`src/hw/rtl/teg_pkg.sv`:
```
// shared types and constants for the trapezoid envelope generator
// no dependencies; imported by teg_serial_div and trapezoid_envelope_generator
package teg_pkg;

  localparam int unsigned TIME_W  = 32;
  localparam int unsigned LEVEL_W = 8;
  localparam int unsigned CFG_IDX_W = 2;

  localparam logic [LEVEL_W-1:0] LEVEL_FULL = LEVEL_W'(255);

  typedef enum logic [CFG_IDX_W-1:0] {
    CFG_RISE_TIME = 2'd0,
    CFG_HOLD_TIME = 2'd1,
    CFG_FALL_TIME = 2'd2
  } cfg_idx_e;

  typedef enum logic {
    FUNC_TRIGGER = 1'b0,
    FUNC_TICK    = 1'b1
  } func_e;

  typedef enum logic [2:0] {
    S_IDLE,
    S_EVAL,
    S_TRIG_HOLD,
    S_TRIG_FALL,
    S_SCALE,
    S_DIV,
    S_OUT
  } state_e;

  typedef struct packed {
    logic              func;
    logic [TIME_W-1:0] now;
  } in_item_t;

  typedef struct packed {
    logic [LEVEL_W-1:0] level;
    logic               in_window;
  } out_item_t;

endpackage

```
`src/hw/rtl/trapezoid_envelope_generator.sv`:
```
// trapezoid envelope generator top level: config registers, envelope state, sequencer
// depends on teg_pkg and teg_serial_div
//
// usage:
//   input channel carries items {func, now}; func = trigger starts an envelope at
//   now, func = tick asks for the level at now. each item gives one result item
//   {level, in_window} on the output channel, in order.
//   configuration: cfg_we_i writes cfg_wdata_i to rise, hold or fall time at
//   cfg_idx_i; user must write only while no item is in flight; not enforced.
// states from input accept to output valid:
//   ramp tick: compare, scale, the 8-step bit-serial divider (one quotient
//   bit per cycle) and output states
//   trigger: eval, trig_hold and trig_fall states, one 32-bit phase-end add each,
//   then output; other ticks: eval then output
// throughput: one item at a time; the next item is taken as soon as the
//   previous result sits in the output register, even if it is not yet taken.
// reset: envelope inactive, all times and phase ends zero, no item pending.
// a stalled receiver holds the result in the output register; the block then
//   finishes at most one more item and waits for the register to drain.
module trapezoid_envelope_generator
  import teg_pkg::*;
(
  input  logic                 clk_i,
  input  logic                 rst_ni,
  input  logic                 in_valid_i,
  output logic                 in_ready_o,
  input  in_item_t             in_item_i,
  output logic                 out_valid_o,
  input  logic                 out_ready_i,
  output out_item_t            out_item_o,
  input  logic                 cfg_we_i,
  input  logic [CFG_IDX_W-1:0] cfg_idx_i,
  input  logic [TIME_W-1:0]    cfg_wdata_i
);

  state_e            state_q, state_d;
  logic [TIME_W-1:0] rise_time_q, hold_time_q, fall_time_q;

  in_item_t          item_q, item_d;
  logic              running_q, running_d;
  logic [TIME_W-1:0] start_q, start_d;
  logic [TIME_W-1:0] rise_end_q, rise_end_d;
  logic [TIME_W-1:0] hold_end_q, hold_end_d;
  logic [TIME_W-1:0] fall_end_q, fall_end_d;
  logic [TIME_W-1:0] num_q, num_d;
  logic [TIME_W-1:0] span_q, span_d;
  logic              fall_q, fall_d;
  out_item_t         res_q, res_d;
  out_item_t         out_q, out_d;
  logic              out_valid_q, out_valid_d;

  logic               win;
  logic               div_start;
  logic               div_done;
  logic [LEVEL_W-1:0] quot;

  teg_serial_div u_div (
    .clk_i   (clk_i),
    .rst_ni  (rst_ni),
    .start_i (div_start),
    .num_i   (num_q),
    .span_i  (span_q),
    .done_o  (div_done),
    .quot_o  (quot)
  );

  assign win = running_q && (item_q.now >= start_q) && (item_q.now <= fall_end_q);

  always_ff @(posedge clk_i or negedge rst_ni) begin
    if (!rst_ni) begin
      rise_time_q <= '0;
      hold_time_q <= '0;
      fall_time_q <= '0;
    end else if (cfg_we_i) begin
      unique case (cfg_idx_i)
        CFG_RISE_TIME: rise_time_q <= cfg_wdata_i;
        CFG_HOLD_TIME: hold_time_q <= cfg_wdata_i;
        CFG_FALL_TIME: fall_time_q <= cfg_wdata_i;
        default: ;
      endcase
    end
  end

  always_comb begin
    state_d     = state_q;
    item_d      = item_q;
    running_d   = running_q;
    start_d     = start_q;
    rise_end_d  = rise_end_q;
    hold_end_d  = hold_end_q;
    fall_end_d  = fall_end_q;
    num_d       = num_q;
    span_d      = span_q;
    fall_d      = fall_q;
    res_d       = res_q;
    out_d       = out_q;
    out_valid_d = out_valid_q && !out_ready_i;
    div_start   = 1'b0;
    in_ready_o  = 1'b0;
    unique case (state_q)
      S_IDLE: begin
        in_ready_o = 1'b1;
        if (in_valid_i) begin
          item_d  = in_item_i;
          state_d = S_EVAL;
        end
      end
      S_EVAL: begin
        res_d.in_window = win;
        res_d.level     = '0;
        if (item_q.func == FUNC_TRIGGER) begin
          running_d  = 1'b1;
          start_d    = item_q.now;
          rise_end_d = item_q.now + rise_time_q;
          state_d    = S_TRIG_HOLD;
        end else if (!win) begin
          state_d = S_OUT;
        end else if (item_q.now < rise_end_q) begin
          num_d   = item_q.now - start_q;
          span_d  = rise_end_q - start_q;
          fall_d  = 1'b0;
          state_d = S_SCALE;
        end else if (item_q.now < hold_end_q) begin
          res_d.level = LEVEL_FULL;
          state_d     = S_OUT;
        end else if (item_q.now < fall_end_q) begin
          num_d   = item_q.now - hold_end_q;
          span_d  = fall_end_q - hold_end_q;
          fall_d  = 1'b1;
          state_d = S_SCALE;
        end else begin
          running_d = 1'b0;
          state_d   = S_OUT;
        end
      end
      S_TRIG_HOLD: begin
        hold_end_d = rise_end_q + hold_time_q;
        state_d    = S_TRIG_FALL;
      end
      S_TRIG_FALL: begin
        fall_end_d = hold_end_q + fall_time_q;
        state_d    = S_OUT;
      end
      S_SCALE: begin
        div_start = 1'b1;
        state_d   = S_DIV;
      end
      S_DIV: begin
        if (div_done) begin
          res_d.level = fall_q ? (LEVEL_FULL - quot) : quot;
          state_d     = S_OUT;
        end
      end
      S_OUT: begin
        if (!out_valid_q || out_ready_i) begin
          out_d       = res_q;
          out_valid_d = 1'b1;
          state_d     = S_IDLE;
        end
      end
      default: state_d = S_IDLE;
    endcase
  end

  always_ff @(posedge clk_i or negedge rst_ni) begin
    if (!rst_ni) begin
      state_q     <= S_IDLE;
      running_q   <= 1'b0;
      start_q     <= '0;
      rise_end_q  <= '0;
      hold_end_q  <= '0;
      fall_end_q  <= '0;
      out_valid_q <= 1'b0;
    end else begin
      state_q     <= state_d;
      running_q   <= running_d;
      start_q     <= start_d;
      rise_end_q  <= rise_end_d;
      hold_end_q  <= hold_end_d;
      fall_end_q  <= fall_end_d;
      out_valid_q <= out_valid_d;
    end
  end

  always_ff @(posedge clk_i) begin
    item_q <= item_d;
    num_q  <= num_d;
    span_q <= span_d;
    fall_q <= fall_d;
    res_q  <= res_d;
    out_q  <= out_d;
  end

  assign out_valid_o = out_valid_q;
  assign out_item_o  = out_q;

  a_div_done_in_div: assert property (@(posedge clk_i) disable iff (!rst_ni)
    div_done |-> state_q == S_DIV)
    else $error("divider finished outside the divide state");

  a_level_needs_window: assert property (@(posedge clk_i) disable iff (!rst_ni)
    out_valid_q |-> (out_q.in_window || out_q.level == '0))
    else $error("nonzero level outside the envelope window");

  a_accept_to_eval: assert property (@(posedge clk_i) disable iff (!rst_ni)
    in_valid_i && in_ready_o |=> state_q == S_EVAL)
    else $error("accepted item not evaluated next cycle");

  a_trigger_runs: assert property (@(posedge clk_i) disable iff (!rst_ni)
    state_q == S_EVAL && item_q.func == FUNC_TRIGGER |=> running_q)
    else $error("trigger did not start the envelope");

endmodule

```
`src/hw/rtl/teg_serial_div.sv`:
```
// bit-serial restoring divider: quotient of (num * 255) / span, one bit per cycle
// depends on teg_pkg; the quotient is known to fit in LEVEL_W bits
module teg_serial_div
  import teg_pkg::*;
(
  input  logic               clk_i,
  input  logic               rst_ni,
  input  logic               start_i,
  input  logic [TIME_W-1:0]  num_i,
  input  logic [TIME_W-1:0]  span_i,
  output logic               done_o,
  output logic [LEVEL_W-1:0] quot_o
);

  localparam int unsigned CNT_W  = $clog2(LEVEL_W);
  localparam int unsigned PROD_W = TIME_W + LEVEL_W;

  logic               busy_q, busy_d;
  logic               done_q, done_d;
  logic [CNT_W-1:0]   cnt_q, cnt_d;
  logic [TIME_W-1:0]  rem_q, rem_d;
  logic [LEVEL_W-1:0] lo_q, lo_d;
  logic [LEVEL_W-1:0] quot_q, quot_d;
  logic [TIME_W-1:0]  span_q, span_d;

  logic [PROD_W-1:0]  prod;
  logic [TIME_W:0]    trial;
  logic [TIME_W:0]    diff;
  logic               ge;

  // num * 255 = (num << 8) - num
  assign prod  = {num_i, LEVEL_W'(0)} - PROD_W'(num_i);
  assign trial = {rem_q, lo_q[LEVEL_W-1]};
  assign diff  = trial - {1'b0, span_q};
  assign ge    = trial >= {1'b0, span_q};

  always_comb begin
    busy_d = busy_q;
    done_d = 1'b0;
    cnt_d  = cnt_q;
    rem_d  = rem_q;
    lo_d   = lo_q;
    quot_d = quot_q;
    span_d = span_q;
    if (start_i) begin
      busy_d = 1'b1;
      cnt_d  = CNT_W'(LEVEL_W - 1);
      rem_d  = prod[PROD_W-1:LEVEL_W];
      lo_d   = prod[LEVEL_W-1:0];
      span_d = span_i;
    end else if (busy_q) begin
      rem_d  = ge ? diff[TIME_W-1:0] : trial[TIME_W-1:0];
      lo_d   = {lo_q[LEVEL_W-2:0], 1'b0};
      quot_d = {quot_q[LEVEL_W-2:0], ge};
      cnt_d  = cnt_q - CNT_W'(1);
      if (cnt_q == '0) begin
        busy_d = 1'b0;
        done_d = 1'b1;
      end
    end
  end

  always_ff @(posedge clk_i or negedge rst_ni) begin
    if (!rst_ni) begin
      busy_q <= 1'b0;
      done_q <= 1'b0;
      cnt_q  <= '0;
    end else begin
      busy_q <= busy_d;
      done_q <= done_d;
      cnt_q  <= cnt_d;
    end
  end

  always_ff @(posedge clk_i) begin
    rem_q  <= rem_d;
    lo_q   <= lo_d;
    quot_q <= quot_d;
    span_q <= span_d;
  end

  assign done_o = done_q;
  assign quot_o = quot_q;

endmodule
```
`config.mk`:
```
export PLATFORM = sky130hd
export DESIGN_NAME = trapezoid_envelope_generator
export DESIGN_NICKNAME = d
export VERILOG_FILES = /design/src/hw/rtl/teg_pkg.sv /design/src/hw/rtl/trapezoid_envelope_generator.sv /design/src/hw/rtl/teg_serial_div.sv
export SDC_FILE = /design/constraint.sdc
export NUM_CORES = 1
export LEC_CHECK = 0
export ABC_CLOCK_PERIOD_IN_PS = 8420
export BUFFER_PORTS_ARGS = -buffer_cell sky130_fd_sc_hd__buf_2
export CAP_MARGIN = 30
export CORE_MARGIN = 2
export CORE_UTILIZATION = 51
export DETAILED_ROUTE_END_ITERATION = 8
export GPL_TIMING_DRIVEN = 1
export PLACE_DENSITY_LB_ADDON = 0.3
export SLEW_MARGIN = 5
export SYNTH_ARGS = -nofsm -noshare
export SYNTH_HDL_FRONTEND = slang
export SYNTH_SLANG_ARGS = --single-unit
```
`constraint.sdc`:
```
create_clock -name clk_i -period 8.42 [get_ports clk_i]
set_input_delay 0.421 -clock clk_i [delete_from_list [all_inputs] [get_ports clk_i]]
set_output_delay 0.421 -clock clk_i [all_outputs]
set_load 0.01 [all_outputs]
```
Word-level counts from Yosys, hierarchy flattened
Cells that the tools add are included.
{"block": "totals", "reg_bits": 430, "output_inout_bits": 11, "wordCells": 130}
{"block": "classes", "addsub": 11, "magnitude_cmp": 6, "n_eq_ne": 16, "n_mux": 46, "n_bitwise": 2, "n_reduce_logical": 23}
{"op": "32-bit 2-to-1 mux", "n": 9}
{"op": "32-bit subtractor", "n": 5}
{"op": "32-bit adder", "n": 3}
{"op": "32-bit < comparator", "n": 3}
{"op": "8-bit 2-to-1 mux", "n": 8}
{"op": "40-bit by 32-bit subtractor with 40-bit output", "n": 1}
{"op": "33-bit by 32-bit >= comparator with 1-bit output", "n": 1}
{"op": "32-bit >= comparator", "n": 1}
{"op": "32-bit <= comparator", "n": 1}
{"op": "3-bit one-hot mux with 7 select lines", "n": 1}
{"op": "3-bit 2-to-1 mux", "n": 6}
{"op": "1-bit 2-to-1 mux", "n": 17}
{"op": "8-bit one-hot mux with 2 select lines", "n": 1}
{"op": "2-bit AND reduction", "n": 8}
{"op": "2-bit != test, second input constant", "n": 6}
{"op": "5-bit AND reduction", "n": 2}
{"op": "3-bit == test, second input constant", "n": 3}
{"op": "2-bit 2-to-1 mux", "n": 4}
{"op": "8-bit subtractor, first input constant", "n": 1}
{"op": "3-bit by 2-bit == test with 1-bit output, second input constant", "n": 2}
{"op": "3-bit logical NOT", "n": 2}
{"op": "2-bit nonzero test", "n": 3}
{"op": "2-bit by 1-bit != test with 1-bit output, second input constant", "n": 2}
{"op": "3-bit by 1-bit == test with 1-bit output, second input constant", "n": 1}
{"op": "9 further kinds", "n": 13}

Depth between registers and ports, before layout
{"block": "logic_depth", "ltp_word": 7, "mapped_depth": 15, "mapped_depth_nobuf": 13}

Cells and area by module
From an unflattened synthesis, not the netlist that was laid out.
{"block": "unflattened", "cells_unflattened": 3367, "hier_area_um2": 31804.3}
{"module": "trapezoid_envelope_generator", "instances": 1, "cells_per_inst": 2616, "area_each_um2": 24732.5, "seq_area_each_um2": 9213.8}
{"module": "teg_serial_div", "instances": 1, "cells_per_inst": 751, "area_each_um2": 7071.8, "seq_area_each_um2": 2527.4}

Least setup slack after synthesis
No wires, ideal clock.
{"block": "synth_timing", "path_type": "flip-flop to flip-flop", "start": "register item_q[1] (netlist bit)", "end": "register fall_q (enable)", "setup_time_ns": 0.510, "arrival_time_ns": 5.671, "required_ns": 7.910, "setup_slack_ns": 2.240, "stages_incl_launch_ff": 13, "n_path_buf": 0, "period_less_slack_ns": 6.180, "cell_sequence": "edfxtp_1 > inv_1 > fa_1 > nand2b_1 > a21oi_1 > o211a_1 > or2_2 > o21bai_1 > a311oi_1 > o221ai_1 > a21oi_1 > nand3_1 > a21oi_1"}
{"block": "synth_between", "elab_chain_cells": 4}
{"element": "start: declaration", "line_no": "trapezoid_envelope_generator.sv:39", "rtl": "in_item_t item_q, item_d;"}
{"element": "start signal: assignment", "line_no": "trapezoid_envelope_generator.sv:186", "rtl": "item_q <= item_d;"}
{"element": "32-bit >= comparator", "line_no": "trapezoid_envelope_generator.sv:67", "rtl": "assign win = running_q && (item_q.now >= start_q) && (item_q.now <= fall_end_q);"}
{"element": "1-bit logical AND", "line_no": "trapezoid_envelope_generator.sv:67"}
{"element": "1-bit logical AND (*)", "line_no": "trapezoid_envelope_generator.sv:67"}
{"element": "net win", "line_no": "trapezoid_envelope_generator.sv:52", "rtl": "logic win;"}
{"element": "5-bit AND reduction (no source line) (*)"}
{"element": "end signal: assignment", "line_no": "trapezoid_envelope_generator.sv:189", "rtl": "fall_q <= fall_d;"}
{"element": "end: declaration", "line_no": "trapezoid_envelope_generator.sv:47", "rtl": "logic fall_q, fall_d;"}
The timed path passes the listed nets; every way through them passes the cells marked *.
A chain may end at the register's enable or synchronous reset.

Final worst setup path
{"block": "layout_timing", "start": "register item_q[1] (netlist bit)", "end": "register num_q[3] (enable)"}
{"block": "layout_between", "elab_chain_cells": 4}
{"element": "32-bit >= comparator", "line_no": "trapezoid_envelope_generator.sv:67"}
{"element": "1-bit logical AND", "line_no": "trapezoid_envelope_generator.sv:67"}
{"element": "1-bit logical AND (*)", "line_no": "trapezoid_envelope_generator.sv:67"}
{"element": "net win", "line_no": "trapezoid_envelope_generator.sv:52"}
{"element": "5-bit AND reduction (no source line) (*)"}
{"element": "end signal: assignment", "line_no": "trapezoid_envelope_generator.sv:187", "rtl": "num_q <= num_d;"}
{"element": "end: declaration", "line_no": "trapezoid_envelope_generator.sv:45", "rtl": "logic [TIME_W-1:0] num_q, num_d;"}
Marks and branches as above.

==> flow_summary_export.csv <==
group,metric,value,unit
setup_path,r2r-start,"item_q[1]",
yosys,synth_ff_type,"dfrtp_1",
setup_path,endpoint_kind,"flop",
yosys,netlist_area,31520,sq um
placement,dp.cells,4151,
layout,nFillCells,5315,
layout,diodes,0,
routing,ant_nets,0,
global_route,overflow,0,
hold_path,holdCritStartpoint,"in_item_i[3]",
setup_path,critPathKind,"reg2reg",
routing,drt-pass1-iter-count,6,
pwr,power_density,427.0,nW/um^2
clocking,tritoncts,"yes",
global_route,grtUsageTotal,25.23,%
setup_path,critPathTopFamily,"compound AO/OA/AOI/OAI gates",
timing,max_slew_margin,37.62,%
setup_path,crit_required,8.65,ns
clocking,cts_max_level,2,
hold_path,hold_class,"in2reg",
die,coreArea,61370,sq um
setup_path,startpoint_type,"flop",
clocking,clock_latency,0.61,ns
timing,setup_viol_count_final,0,
timing,maxSlewViolCount,0,
job,cap_violations,0,
hold_path,min_path_cells,1,
global_route,first_global_vias,23680,
timing,tns,0,ns
timing,finalHoldViolCount,0,
timing,worstMarginPinSlew,0.9121,ns
timing,fin_skew,0.02025,ns
routing,wirelength,81.33,mm
pwr,leakage,15.49,nW
die,die_h,252.6,microns
timing,rsz0062_at_grt,"false",
clocking,post_cts_buffers,0,
placement,portBuffers,82,
routing,wl_per_cell,19.11,microns
die,io_pins,83,
die,die_area,63800,sq um
die,die_x,252.6,microns
setup_path,crit_top_cell,"a21oi_1",
yosys,synthArstFlopShare,54.42,%
placement,gp_congestion,0.9375,
timing,max_freq,212.7,MHz
routing,route.detailed.drc,0,
setup_path,crit_chain,"inv_1, fa_1, nand2b_1, a21oi_1, o211a_1, or2_2, o21bai_1, a311oi_1, o221ai_1, a21oi_1, nand3_1, a21oi_4, buf_4",
yosys,synth_top_area_cell,"edfxtp_1",
clocking,cts_max_path_buffers,3,
yosys,syn_inst,3344,
global_route,antenna_found_initial,0,
pwr,vdd_drop_max,0.2543,mV
outcome,status,"finished, final reports clean",
yosys,ys_warn_count,0,
hold_path,min_to,"item_q[3]",
placement,place_ws,3.817,ns
pwr,p_total,14.80,mW
global_route,grt_pass1_wl,127.2,mm
setup_path,critical_path_arrival,4.93,ns
setup_path,path_buf_inv,2,
timing,post-route-period-util,55.83,%
routing,via_per_inst,5.930,
setup_path,critPathMaxStageDelay,0.61,ns
die,start_util,51.35,%
clocking,cts-buffers-inserted,48,
yosys,seq_area_frac_synth,37.26,%
yosys,synthDominantCellAreaShare,18.68,%
clocking,cts_sinks,430,
layout,area_growth,9.985,%
placement,place_hpwl,62.67,mm
setup_path,r2r_slack,3.72,ns
setup_path,crit_fanout,65,
layout,layout.cells.non_filler,4257,
yosys,synth_cell_types,87,
yosys,ys_ff_latch,430,
routing,dr_total_vias,25240,
layout,drive_above_1_share,9.345,%
yosys,synth_edf_count,196,
setup_path,regToRegEndpoint,"num_q[3]",
clocking,root_buffer,"clkbuf_16",
yosys,synth.area.top_cells,"edfxtp_1 19%, dfrtp_1 19%, ha_1 14%",
die,row_count,91,
setup_path,crit_path_top_delay_cell,"buf_4",
clocking,cts.reportedPaths.clkPinSlew,0.06,ns
global_route,grt_max_degree,131,
layout,final_util,56.48,%
yosys,syn_avg_cell_area,9.424,sq um
yosys,syn-num-nets,3765,
timing,fin_crit,4.701,ns
setup_path,r2r_cells,13,
layout,final_nets,3850,
routing,drt_iter0_drc,2245,
timing,fin_ws,3.719,ns
[per-layer routing]
metal	vias to the layer above	wire (microns)	global-route usage (%)	part of all wire [%]
met3	106	4497	2.739	5.5
li1	12430	-	-	-
met4	0	1699	5.765	2.1
met1	12060	38420	36.48	47
met2	646	36710	40.74	45
met5	-	0	0	0
[power breakdown]
part / total [mW] / leakage (nW) / internal [mW] / switching (mW)
logic: 8.87 / 9.96 / 3.65 / 5.23
registers: 3.71 / 4.72 / 3.14 / 0.567
clock network: 2.22 / 0.811 / 1.30 / 0.914
[what timing repair did]
item,CTS,global route
resized for setup,0,0
hold endpoints to repair,119,0
hold buffers,16,0
[sequential cells by signal, summed over array words and instances (netlist names)]
| name | flops |
|---|---|
| out_item_o | 9 |
| hold_time_q | 32 |
| fall_time_q | 32 |
| out_valid_o | 1 |
| num_q | 32 |
| running_q | 1 |
| res_q | 9 |
| u_div.busy_q | 1 |
| rise_time_q | 32 |
| rise_end_q | 32 |
| state_q | 3 |
| fall_end_q | 32 |
| item_q | 33 |
| span_q | 32 |
| u_div.done_o | 1 |
| start_q | 32 |
| fall_q | 1 |
| u_div.lo_q | 8 |
| u_div.span_q | 32 |
| u_div.rem_q | 32 |
| u_div.cnt_q | 3 |
| hold_end_q | 32 |
| u_div.quot_o | 8 |
[placed cells by master, fill, tap and decap left out, drive strengths merged, types with 16 or more instances in the layout]
master,count
and3,24
a31oi,32
or3,28
a211oi,51
xnor2,139
mux2,98
and2,16
nand2,281
edfxtp,196
clkbuf,63
dfrtp,234
o21a,38
o21ai,301
o21bai,35
o31ai,27
buf,97
nand3,54
inv,261
xor2,101
a21o,164
nor2b,31
dlygate4sd3,16
nand2b,43
mux2i,27
a21oi,277
ha,341
nand4,32
nor2,175
nor3,49
[worst register-to-register path, stage by stage (launching register included)]
cell and delay [ns]:
edfxtp_1 0.53, inv_1 0.21, fa_1 0.48, nand2b_1 0.18, a21oi_1 0.26, o211a_1 0.22
or2_2 0.15, o21bai_1 0.11, a311oi_1 0.54, o221ai_1 0.18, a21oi_1 0.44, nand3_1 0.20
a21oi_4 0.14, buf_4 0.61
[worst max path at each step]
stage / startpoint / endpoint / slack, ns / cells past startpoint
global route: item_q[1] / num_q[0] / 3.56 / 13
finish: item_q[1] / num_q[3] / 3.72 / 13
CTS: item_q[1] / span_q[1] / 3.78 / 13
global placement: item_q[1] / span_q[0] / 3.92 / 13
detailed placement: item_q[1] / num_q[2] / 3.82 / 13
floorplan: item_q[1] / fall_q / 2.24 / 12
[stage by stage]
step	instance area (sq um)	hold slack (ns)
after global routing	34660	0.004259
final	34660	0.01962
after global placement	32770	0.4015
after floorplan	31520	0.1254
after CTS	34620	0.001555
after detailed placement	32790	0.4045
[synth_stat cells (8+ instances only)]
cell type and count:
a211oi_1 51, nand2_1 281, a31o_2 15, nand2b_1 43, o211ai_1 13, o21ai_0 295, o21bai_1 35, a31oi_1 30
mux2_2 98, and2_1 16, inv_1 254, and4_1 10, a21boi_0 8, nor4_1 8, a221oi_1 14, nor3_1 48
a2111oi_0 8, o21a_1 38, ha_1 341, or2_2 13, a211o_1 8, o22ai_1 9, mux2i_1 27, dfrtp_1 234
a21oi_1 277, clkbuf_1 66, fa_1 8, a21o_1 164, o211a_1 9, nand4_1 32, and3_1 24, nor2_1 175
edfxtp_1 196, o31ai_1 27, a41oi_1 14, xnor2_1 139, or3_1 27, xor2_1 101, nand3_1 54, nor2b_1 31
[layout make-up]
class,instances,area (sq um),area share [%]
inverters,256,960.9,2.772
clock buffers,63,1360,3.924
clock inverters,25,310.3,0.8952
flip-flops and latches,430,11740,33.87
multi-input cells,2580,18560,53.54
repair buffers,113,743.2,2.144
well taps,790,988.4,2.852
[kinds of logic (layout without fill, tap and decap cells)]
group	Yosys count	count (layout)	share of synthesized area [%]
DFF	430	430	37.26
buffers and inverters	334	457	4.006
muxes	125	125	4.359
AOI/OAI and AO/OA	1076	1076	21.70
adders and majority gates	349	349	14.05
xor gates and xnor gates	240	240	6.670
and+or+nand+nor	790	790	11.96
No activity file was read; power rests on OpenSTA's default activity.
